--- config.mk ---
export PLATFORM = sky130hd
export DESIGN_NAME = multi_servo_linear_ramp_unit
export DESIGN_NICKNAME = d
export VERILOG_FILES = /design/src/design/mslr_pkg.sv /design/src/design/multi_servo_linear_ramp_unit.sv
export VERILOG_INCLUDE_DIRS = /design/src /design/src/design
export SDC_FILE = /design/constraint.sdc
export NUM_CORES = 2
export LEC_CHECK = 0
export BUFFER_PORTS_ARGS = -buffer_cell sky130_fd_sc_hd__buf_4
export CORE_MARGIN = 2
export CORE_UTILIZATION = 50
export CTS_BUF_LIST = sky130_fd_sc_hd__clkbuf_2
export DETAILED_ROUTE_END_ITERATION = 8
export GPL_TIMING_DRIVEN = 1
export PLACE_DENSITY = 0.66
export SLEW_MARGIN = 20
export SYNTH_ARGS = -nofsm -noshare
export SYNTH_HDL_FRONTEND = slang
export SYNTH_SLANG_ARGS = --single-unit
--- constraint.sdc ---
create_clock -name clk -period 13.42 [get_ports clk]
set_clock_uncertainty 0.2 [all_clocks]
set_input_delay 2.684 -clock clk [delete_from_list [all_inputs] [get_ports clk]]
set_output_delay 2.684 -clock clk [all_outputs]
set_load 0.05 [all_outputs]
--- src/design/multi_servo_linear_ramp_unit_macros.svh ---
// Assertion macros for the multi-servo linear ramp unit.
`ifndef MULTI_SERVO_LINEAR_RAMP_UNIT_MACROS_SVH
`define MULTI_SERVO_LINEAR_RAMP_UNIT_MACROS_SVH

// Checked on every rising edge outside of reset.
`define MSLR_ASSERT(name, prop, msg) \
  name: assert property (@(posedge clk) disable iff (rst) prop) else $error(msg);

// Checked on every rising edge, reset included.
`define MSLR_ASSERT_ALWAYS(name, prop, msg) \
  name: assert property (@(posedge clk) prop) else $error(msg);

`endif

--- src/design/mslr_pkg.sv ---
// Types and constants of the multi-servo linear ramp unit.
package mslr_pkg;

  localparam int DEF_NUM_SERVOS = 16;

  // Field widths.
  localparam int ID_W   = 4;
  localparam int ANG_W  = 13;
  localparam int DUR_W  = 16;
  localparam int TIME_W = 32;

  // Input beat layout, lowest bits first.
  localparam int ID_LSB   = 0;
  localparam int ANG_LSB  = ID_LSB + ID_W;
  localparam int DUR_LSB  = ANG_LSB + ANG_W;
  localparam int TIME_LSB = DUR_LSB + DUR_W;
  localparam int S_FIELDS_W = TIME_LSB + TIME_W;
  localparam int S_DATA_W = ((S_FIELDS_W + 7) / 8) * 8;

  // Output beat layout.
  localparam int M_FIELDS_W = ID_W + ANG_W;
  localparam int M_DATA_W = ((M_FIELDS_W + 7) / 8) * 8;
  localparam int M_PAD_W  = M_DATA_W - M_FIELDS_W;

  // The interpolation step magnitude is below 2^ANG_W, so the divider
  // needs one step per angle bit.
  localparam int PROD_W     = ANG_W + DUR_W;
  localparam int DIV_STEPS  = ANG_W;
  localparam int DIV_CNT_W  = $clog2(DIV_STEPS);

  localparam logic OP_SET    = 1'b0;
  localparam logic OP_UPDATE = 1'b1;

  typedef struct packed {
    logic signed [ANG_W-1:0] start;
    logic signed [ANG_W-1:0] goal;
    logic [DUR_W-1:0]        len;
    logic [TIME_W-1:0]       t0;
  } ramp_t;

  typedef enum logic [7:0] {
    S_IDLE = 8'b0000_0001,
    S_SET  = 8'b0000_0010,
    S_SCAN = 8'b0000_0100,
    S_READ = 8'b0000_1000,
    S_MUL  = 8'b0001_0000,
    S_DIV  = 8'b0010_0000,
    S_SUM  = 8'b0100_0000,
    S_EMIT = 8'b1000_0000
  } state_t;

endpackage

--- src/design/multi_servo_linear_ramp_unit.sv ---
// Multi-channel timed linear ramp engine for servo drive angles.
// A set beat with zero duration jumps its channel and presents one result beat
// through the emit state, once the output is free; a set beat with a duration
// starts a ramp through the set state and returns nothing. A set beat for a
// servo id that does not exist is taken and dropped. An update beat, if any
// channel is moving, walks the channels in index order up to the last moving
// one: it skips a channel that is not moving, reads and emits a moving channel
// that reaches its goal, and for one that is still ramping reads, multiplies,
// runs the bit-serial divider that scales the angle step, sums and emits.
// Output stalls hold the walk in its emit state. Per-channel state lives in two
// single-port memories with registered reads: the present angle and the ramp
// description.
// Result beats carry tlast on the final result of each input beat.
`include "multi_servo_linear_ramp_unit_macros.svh"

module multi_servo_linear_ramp_unit
  import mslr_pkg::*;
#(
  parameter int NUM_SERVOS = DEF_NUM_SERVOS
) (
  input  logic                clk,
  input  logic                rst,
  input  logic                s_tvalid,
  output logic                s_tready,
  // servo_id[3:0], target[16:4], duration_ms[32:17], now_ms[64:33], zero pad
  input  logic [S_DATA_W-1:0] s_tdata,
  // op
  input  logic                s_tuser,
  output logic                m_tvalid,
  input  logic                m_tready,
  // servo_id_res[3:0], angle[16:4], zero pad
  output logic [M_DATA_W-1:0] m_tdata,
  // motion_done
  output logic                m_tuser,
  output logic                m_tlast
);

  localparam int IDX_W = (NUM_SERVOS > 1) ? $clog2(NUM_SERVOS) : 1;

  state_t state, state_next;

  logic signed [ANG_W-1:0] mem_cur  [NUM_SERVOS];
  ramp_t                   mem_ramp [NUM_SERVOS];
  logic signed [ANG_W-1:0] rd_cur;
  ramp_t                   rd_ramp;

  logic [NUM_SERVOS-1:0] moving;
  logic [NUM_SERVOS-1:0] written;

  logic [IDX_W-1:0]        idx;
  logic [IDX_W-1:0]        id_q;
  logic signed [ANG_W-1:0] tgt_q;
  logic [DUR_W-1:0]        dur_q;
  logic [TIME_W-1:0]       now_q;

  logic                    neg_q;
  logic [ANG_W-1:0]        mag_q;
  logic [DUR_W-1:0]        elp_q;
  logic [DUR_W-1:0]        len_q;
  logic signed [ANG_W-1:0] start_q;
  logic [DUR_W-1:0]        rem;
  logic [ANG_W-1:0]        quo;
  logic [DIV_CNT_W-1:0]    div_cnt;

  logic [IDX_W-1:0]        res_idx;
  logic signed [ANG_W-1:0] res_angle;
  logic                    res_done;
  logic                    res_last;

  logic [ID_W-1:0]         in_id;
  logic signed [ANG_W-1:0] in_tgt;
  logic [DUR_W-1:0]        in_dur;
  logic [TIME_W-1:0]       in_now;
  logic                    in_op;
  logic                    s_accept;
  logic                    id_ok;
  logic                    out_free;
  logic                    emit_fire;
  logic                    rd_en;
  logic [IDX_W-1:0]        rd_addr;
  logic [TIME_W-1:0]       elapsed;
  logic                    reach_goal;
  logic signed [ANG_W:0]   diff;
  logic [NUM_SERVOS-1:0]   moving_above;
  logic [PROD_W-1:0]       product;
  logic [DUR_W:0]          partial;
  logic                    sub_ok;
  logic signed [ANG_W:0]   step;
  logic signed [ANG_W:0]   sum;

  assign in_id  = s_tdata[ID_LSB +: ID_W];
  assign in_tgt = s_tdata[ANG_LSB +: ANG_W];
  assign in_dur = s_tdata[DUR_LSB +: DUR_W];
  assign in_now = s_tdata[TIME_LSB +: TIME_W];
  assign in_op  = s_tuser;

  assign s_tready  = (state == S_IDLE);
  assign s_accept  = s_tvalid && s_tready;
  assign id_ok     = (32'(in_id) < NUM_SERVOS);
  assign out_free  = !m_tvalid || m_tready;
  assign emit_fire = (state == S_EMIT) && out_free;

  // Only a ramping set and a walk step that lands on a moving channel read.
  assign rd_en = (s_accept && in_op == OP_SET && id_ok && in_dur != '0) ||
                 (state == S_SCAN && moving[idx]);
  assign rd_addr = (state == S_IDLE) ? IDX_W'(in_id) : idx;

  assign elapsed      = now_q - rd_ramp.t0;
  assign reach_goal   = (elapsed >= TIME_W'(rd_ramp.len));
  assign diff         = {rd_ramp.goal[ANG_W-1], rd_ramp.goal} -
                        {rd_ramp.start[ANG_W-1], rd_ramp.start};
  assign moving_above = (moving >> idx) >> 1;

  assign product = PROD_W'(mag_q) * PROD_W'(elp_q);
  assign partial = {rem, quo[ANG_W-1]};
  assign sub_ok  = (partial >= {1'b0, len_q});
  assign step    = neg_q ? -$signed({1'b0, quo}) : $signed({1'b0, quo});
  assign sum     = {start_q[ANG_W-1], start_q} + step;

  always_comb begin
    state_next = state;
    case (state)
      S_IDLE: begin
        if (s_accept) begin
          if (in_op == OP_SET) begin
            if (id_ok) begin
              state_next = (in_dur == '0) ? S_EMIT : S_SET;
            end
          end else if (moving != '0) begin
            state_next = S_SCAN;
          end
        end
      end
      S_SET:  state_next = S_IDLE;
      S_SCAN: begin
        if (moving[idx]) begin
          state_next = S_READ;
        end
      end
      S_READ: state_next = reach_goal ? S_EMIT : S_MUL;
      S_MUL:  state_next = S_DIV;
      S_DIV: begin
        if (div_cnt == '0) begin
          state_next = S_SUM;
        end
      end
      S_SUM:  state_next = S_EMIT;
      S_EMIT: begin
        if (out_free) begin
          state_next = res_last ? S_IDLE : S_SCAN;
        end
      end
      default: state_next = S_IDLE;
    endcase
  end

  // Control state.
  always_ff @(posedge clk) begin
    if (rst) begin
      state    <= S_IDLE;
      m_tvalid <= 1'b0;
      moving   <= '0;
      written  <= '0;
    end else begin
      state <= state_next;
      if (emit_fire) begin
        m_tvalid <= 1'b1;
      end else if (m_tready) begin
        m_tvalid <= 1'b0;
      end
      if (state == S_SET) begin
        moving[id_q] <= 1'b1;
      end
      if (emit_fire) begin
        written[res_idx] <= 1'b1;
        if (res_done) begin
          moving[res_idx] <= 1'b0;
        end
      end
    end
  end

  // Channel memories: registered reads, writes from the set and emit steps.
  always_ff @(posedge clk) begin
    if (rd_en) begin
      rd_cur  <= mem_cur[rd_addr];
      rd_ramp <= mem_ramp[rd_addr];
    end
    if (emit_fire) begin
      mem_cur[res_idx] <= res_angle;
    end
    if (state == S_SET) begin
      mem_ramp[id_q] <= '{start: written[id_q] ? rd_cur : '0,
                          goal:  tgt_q,
                          len:   dur_q,
                          t0:    now_q};
    end
  end

  // Datapath and output register.
  always_ff @(posedge clk) begin
    case (state)
      S_IDLE: begin
        if (s_accept) begin
          id_q      <= IDX_W'(in_id);
          tgt_q     <= in_tgt;
          dur_q     <= in_dur;
          now_q     <= in_now;
          idx       <= '0;
          res_idx   <= IDX_W'(in_id);
          res_angle <= in_tgt;
          res_done  <= 1'b1;
          res_last  <= 1'b1;
        end
      end
      S_SCAN: begin
        if (!moving[idx]) begin
          idx <= idx + 1'b1;
        end
      end
      S_READ: begin
        res_idx   <= idx;
        res_last  <= (moving_above == '0);
        res_done  <= reach_goal;
        res_angle <= rd_ramp.goal;
        neg_q     <= diff[ANG_W];
        mag_q     <= diff[ANG_W] ? ANG_W'(-diff) : ANG_W'(diff);
        elp_q     <= elapsed[DUR_W-1:0];
        len_q     <= rd_ramp.len;
        start_q   <= rd_ramp.start;
      end
      S_MUL: begin
        // The product is below len * 2^ANG_W, so its upper part already
        // stands below the divisor as the first partial remainder.
        rem     <= product[PROD_W-1 -: DUR_W];
        quo     <= product[ANG_W-1:0];
        div_cnt <= DIV_CNT_W'(DIV_STEPS - 1);
      end
      S_DIV: begin
        if (sub_ok) begin
          rem <= DUR_W'(partial - {1'b0, len_q});
        end else begin
          rem <= partial[DUR_W-1:0];
        end
        quo     <= {quo[ANG_W-2:0], sub_ok};
        div_cnt <= div_cnt - 1'b1;
      end
      S_SUM: begin
        res_angle <= sum[ANG_W-1:0];
      end
      S_EMIT: begin
        if (out_free && !res_last) begin
          idx <= idx + 1'b1;
        end
      end
      default: begin
      end
    endcase
    if (emit_fire) begin
      m_tdata <= {{M_PAD_W{1'b0}}, res_angle, ID_W'(res_idx)};
      m_tuser <= res_done;
      m_tlast <= res_last;
    end
  end

  `MSLR_ASSERT(a_div_rem_below_len, state == S_DIV |-> rem < len_q, "divider remainder not below ramp length")
  `MSLR_ASSERT(a_scan_finds_channel, state == S_SCAN |-> (moving >> idx) != '0, "walk running with no moving channel ahead")
  `MSLR_ASSERT(a_more_after_nonlast, m_tvalid && m_tready && !m_tlast |-> state != S_IDLE, "non-final result taken with the walk already over")
  `MSLR_ASSERT_ALWAYS(a_reset_idle, rst |=> state == S_IDLE && !m_tvalid && moving == '0, "reset did not return the block to idle")

endmodule
-- After elaboration in Yosys (flattened, before gate mapping)
Memories as Yosys holds them, arrays and structs flattened. A register that Yosys moved wholly into a read port is not among the register bits.
Index checks and enable logic that the tools add are counted.
- memories: 2
- input port bits: 77
- bits in registers: 240
- memory bits (writable): 1392
- logic and storage cells: 137
- output and inout port bits: 28
- $mul: 1
- equal/unequal tests: 15
- multiplexer cells: 47
- shift-type cells: 1
- reductions and logical operators: 27
- add/sub/neg operators: 8
- $lt $le $gt $ge: 7
- bitwise logic cells: 5
- memories (memory ; words ; bits a word ; read ports ; clocked after memory_dff ; write ports ; RTL line ; RTL):
    mem_ramp ; 16 ; 74 ; 1 ; 1 ; 1 ; multi_servo_linear_ramp_unit.sv:43 ; ramp_t mem_ramp [NUM_SERVOS];
    mem_cur ; 16 ; 13 ; 1 ; 1 ; 1 ; multi_servo_linear_ramp_unit.sv:42 ; logic signed [ANG_W-1:0] mem_cur [NUM_SERVOS];
- operators with widths (operator ; count):
    $mux W16 ; 5
    $mux W8 ; 8
    $pmux W8 S7 ; 1
    $mux W13 ; 4
    $pmux W13 S3 ; 1
    $ge A32 B16 Y1 ; 1
    $logic_not A16 Y1 ; 2
    $or A16 B16 Y16 ; 2
    $pmux W16 S2 ; 1
    $reduce_bool A16 Y1 ; 2
    $sub A32 B32 Y32 ; 1
    $mul A13 B16 Y29 ; 1
    $neg A13 Y13 ; 2
    $pmux W13 S2 ; 1
    $mux W4 ; 5
    $ge A17 B16 Y1 ; 1
    $and A16 B16 Y16 ; 1
    $not A16 Y16 ; 1
    $pmux W4 S2 ; 2
    $shr A16 B4 Y16 ; 1
    $sub A16 B16 Y16 ; 1
    $lt A4 B5 Y1 const B ; 3
    $sub A13 B13 Y14 ; 1
    $add A13 B13 Y13 ; 1
    other kinds (30) ; 62

-- Depth between registers and ports, before layout
- word-level depth: 10
- depth in mapped cells: 23
- depth with buffers taken out: 22

-- Worst setup path after synthesis
No wires, ideal clock.
- kind: input port to flip-flop
- from: input s_tdata[21]
- to: register rd_cur[0], read port of mem_cur (enable)
- stages on the path: 3
- path buffers: 0
- setup time: 662 ps
- arrival time: 9327 ps
- setup slack: 3231 ps
- required time: 12558 ps
- cells stage by stage: nor4_1 and4_1 o31ai_1
- word-level cells in the longest chain between the ends: 3
- ends and longest elaborated chain (element ; RTL line ; RTL):
    from (decl) ; multi_servo_linear_ramp_unit.sv:26 ; input logic [S_DATA_W-1:0] s_tdata,
    $reduce_bool A16 Y1 ; multi_servo_linear_ramp_unit.sv:104 ; assign rd_en = (s_accept && in_op == OP_SET && id_ok && in_dur != '0) ||
    $logic_and A1 B1 Y1 ; multi_servo_linear_ramp_unit.sv:104 ;
    $logic_or A1 B1 Y1 ; multi_servo_linear_ramp_unit.sv:104 ;
    via rd_en ; multi_servo_linear_ramp_unit.sv:79 ; logic rd_en;
    to (decl) ; multi_servo_linear_ramp_unit.sv:44 ; logic signed [ANG_W-1:0] rd_cur;
The timed path passes the listed nets, and every way through them passes these cells.
A chain may end at the register's enable or synchronous reset.

-- Worst setup path after layout
- from: register mag_q[7]
- to: register rem[15], data pin
- word-level cells in the longest chain between the ends: 2
- ends and longest elaborated chain (element ; RTL line ; RTL):
    from (decl) ; multi_servo_linear_ramp_unit.sv:57 ; logic [ANG_W-1:0] mag_q;
    from (signal assigned) ; multi_servo_linear_ramp_unit.sv:227 ; mag_q <= diff[ANG_W] ? ANG_W'(-diff) : ANG_W'(diff);
    $mul A13 B16 Y29 ; multi_servo_linear_ramp_unit.sv:114 ; assign product = PROD_W'(mag_q) * PROD_W'(elp_q);
    $pmux W16 S2 ; multi_servo_linear_ramp_unit.sv:202 ; case (state)
    to (signal assigned) ; multi_servo_linear_ramp_unit.sv:235 ; rem <= product[PROD_W-1 -: DUR_W];
    to (signal assigned) ; multi_servo_linear_ramp_unit.sv:241 ; rem <= DUR_W'(partial - {1'b0, len_q});
    to (signal assigned) ; multi_servo_linear_ramp_unit.sv:243 ; rem <= partial[DUR_W-1:0];
    to (decl) ; multi_servo_linear_ramp_unit.sv:61 ; logic [DUR_W-1:0] rem;
No other way between the ends.

==> key figures <==
STA
  • Final WS setup: 6.39 ns
  • Final min period: 7.03 ns
  • Final Hold Viols: 0
  • Unrepaired setup endpoints after global routing: no
  • Period utilisation layout: 0.524
  • Pin slew with the least headroom to its limit: 1.20 ns
  • Relative slew slack: 0.198
  • Slew Viols, Final: 0
  • Maximum clock frequency: 0.142 GHz
  • Final Setup Violations: 0
  • Final setup TNS: 0 ns

Setup path
  • Reg2Reg Depth: 21
  • Data arrival time of the worst path: 8.19 ns
  • Startpoint types: register
  • CP Max Fanout: 16
  • Crit path kind: reg2reg
  • Worst reg2reg endpoint: rem[15]
  • Required @ worst endpoint: 14.58 ns
  • Worst reg2reg startpoint: mag_q[7]
  • CP Capture Type: register
  • R2r setup slk: 6.39 ns

Place
  • Placed Instances: 6562
  • IO buf count: 90
  • Dpl hpwl: 100000 um
  • Place WS: 6.25 ns
  • Gp weighted congestion: 0.884

Die
  • Die X-Extent: 394 um
  • DIE HEIGHT: 394 um
  • Core Region: 0.152 mm2
  • Ports: 105
  • Initial Util: 0.502
  • Row cnt: 143
  • Die area: 0.155 mm2

CTS
  • H-Tree Level Count: 5
  • Post-cts sizing count: 0
  • Clock root cell: clkbuf_2
  • Post-CTS Setup Bufs: 0
  • Clock latency on the worst-skew pair: 1.79 ns
  • Clk buf depth: 4
  • CTS tree: yes
  • CTS Sinks: 1719
  • Clock Pin Slew Worst Setup and Hold Paths: 0.11 ns
  • Cts hold-fix bufs: 0
  • CTS Buf Count: 422

Yosys
  • Avg Inst Size Synth: 16.6 um2
  • Post-Synthesis Cell Area: 0.0761 mm2
  • Seq/Total Area, Yosys: 0.673
  • Synthesis Warnings: 0
  • Dominant synthesized flop cell: edfxtp_1
  • Largest cells by area after synthesis: edfxtp_1, mux4_2, fa_1
  • Post-synth top area cell: edfxtp_1
  • Top-area cell type share of the netlist area: 0.662
  • Post-synth ARST share: 0
  • EDFF count, synth: 1678
  • Synthesized flop and latch total: 1719
  • Synthesized instance count: 4578
  • Post-synth cell types: 92

Final layout
  • Post-route insts no fill: 7283
  • Final Util: 0.547
  • Synthesis-to-layout area growth: 8.84%
  • Fraction of layout cells with a size suffix above 1: 0.231
  • Final net count: 5358

Detailed routing
  • Post-route DRC: 0
  • DR WL/cell: 24.5 um
  • Drt total wl: 179000 um
  • Vias: 42100
  • Drt pass-1 iters: 5
  • Via density: 5.78
  • Antenna Violating Nets Remaining: 0
  • DR iter-0 viols: 3834

Power
  • LEAKAGE: 29.7 nW
  • Pwr/cell area: 158 mW/mm2
  • Final Total Pwr: 13.1 mW
  • VDD IR max: 0.155 mV

Hold path
  • Hold_sp: rd_ramp[70]
  • Hold Path Stages: 0
  • Min-Delay Path Class: reg2reg
  • Hold Crit Endpoint: start_q[9]

Global routing
  • GRT Util Overall: 0.232
  • Initial antenna violation count: 9
  • Largest net degree at the start of global routing: 126
  • Number of global-route vias before repair: 42900
  • First-pass GRT wire length: 267000 um
  • Total gr overflow: 0

Run status
  • Status: complete, no violations

Job
  • MaxCap Viol Count: 0
logic make-up after synthesis:
logic type,count (synthesis),share of synthesized area
XOR/XNOR,95,0.0110
other,1,0.0000493
buffers and inverters,543,0.0291
AND/OR/NAND/NOR,951,0.0595
multiplexers,381,0.109
AO/OA/AOI/OAI,564,0.0494
flip-flops,1719,0.673
adder cells (fa/ha/maj),324,0.0689
cells in the final DEF, fill, tap and decap left out, types with 29 or more instances in the layout:
master / count
clkinv_1: 79
and2_1: 201
clkbuf_2: 605
mux4_2: 358
xor2_1: 29
a31oi_1: 96
a211oi_1: 122
a21oi_1: 101
nand2_1: 399
fa_1: 158
o21ai_0: 78
edfxtp_1: 1678
nor3_1: 32
a21o_1: 29
nor2_1: 149
xnor2_1: 65
inv_1: 326
ha_1: 166
dfxtp_1: 41
buf_4: 151
stage by stage:
step | instance area (um2) | hold slack [ns]
after global routing | 82800 | 0.299
after floorplan | 76100 | 0.224
final | 82800 | 0.236
after global placement | 79200 | 0.234
after CTS | 82800 | 0.275
after detailed placement | 79200 | 0.241
state kept, by name, indices dropped and copies added (netlist names), 17 cells and up:
name,flops
now_q,32
rd_ramp,74
m_tdata,17
mem_cur,208
mem_ramp,1184
power breakdown:
group,internal (mW),switching (mW),total [mW]
clock,1.27,1.99,3.26
combinational,1.35,1.86,3.21
sequential,6.33,0.313,6.64
total,8.95,4.16,13.1
metal layers:
layer,global-route usage,vias up,wire (um)
met3,0.0561,254,15400
met1,0.330,21600,76200
li1,-,18500,-
met4,0.0709,10,3660
met5,0,-,67
met2,0.356,1773,83400
Yosys cell counts, types with 21 or more instances:
| master | instances |
|---|---|
| clkbuf_1 | 128 |
| nor3_1 | 40 |
| and2_1 | 201 |
| a21o_1 | 29 |
| dfxtp_1 | 41 |
| xor2_1 | 29 |
| buf_1 | 23 |
| o21a_1 | 24 |
| nor4_1 | 21 |
| mux4_2 | 358 |
| fa_1 | 158 |
| nand2_1 | 400 |
| a21oi_1 | 101 |
| nand3_1 | 24 |
| edfxtp_1 | 1678 |
| nor2_1 | 162 |
| a211oi_1 | 122 |
| a31oi_1 | 96 |
| o21ai_0 | 78 |
| xnor2_1 | 65 |
| inv_1 | 327 |
| ha_1 | 166 |
| buf_2 | 39 |
worst max-delay path: stages (launching register included):
cell,delay (ns)
edfxtp_1,0.69
and2_1,0.29
fa_1,0.53
inv_1,0.06
fa_1,0.53
inv_1,0.05
fa_1,0.47
fa_1,0.50
inv_1,0.05
fa_1,0.48
inv_1,0.04
ha_1,0.36
and4_1,0.24
a21oi_1,0.23
a41oi_1,0.27
a211oi_1,0.53
o21ai_0,0.30
a211oi_1,0.30
nor3_1,0.10
a21oi_1,0.19
xnor2_1,0.15
o21ai_0,0.10
worst max path at each step:
stage | from | slack, ns | cells past startpoint | end
floorplan | s_tdata[21] | 3.23 | 3 | rd_cur[0]
global route | mag_q[7] | 5.97 | 21 | rem[15]
global placement | s_tdata[0] | 6.28 | 9 | rd_ramp[6]
CTS | mag_q[7] | 6.37 | 21 | rem[15]
finish | mag_q[7] | 6.39 | 21 | rem[15]
detailed placement | s_tdata[0] | 6.25 | 9 | rd_ramp[6]
layout make-up:
cell class / instances / area, um2
Multi-Input combinational cell: 2322 / 22900
Timing Repair Buffer: 162 / 1350
Inverter: 330 / 1240
Sequential cell: 1719 / 51200
Clock buffer: 605 / 3030
Antenna cell: 12 / 30.0
Fill cell: 12200 / 68700
Tap cell: 2030 / 2540
Clock inverter: 103 / 509
(Power assumes the default switching activity.)
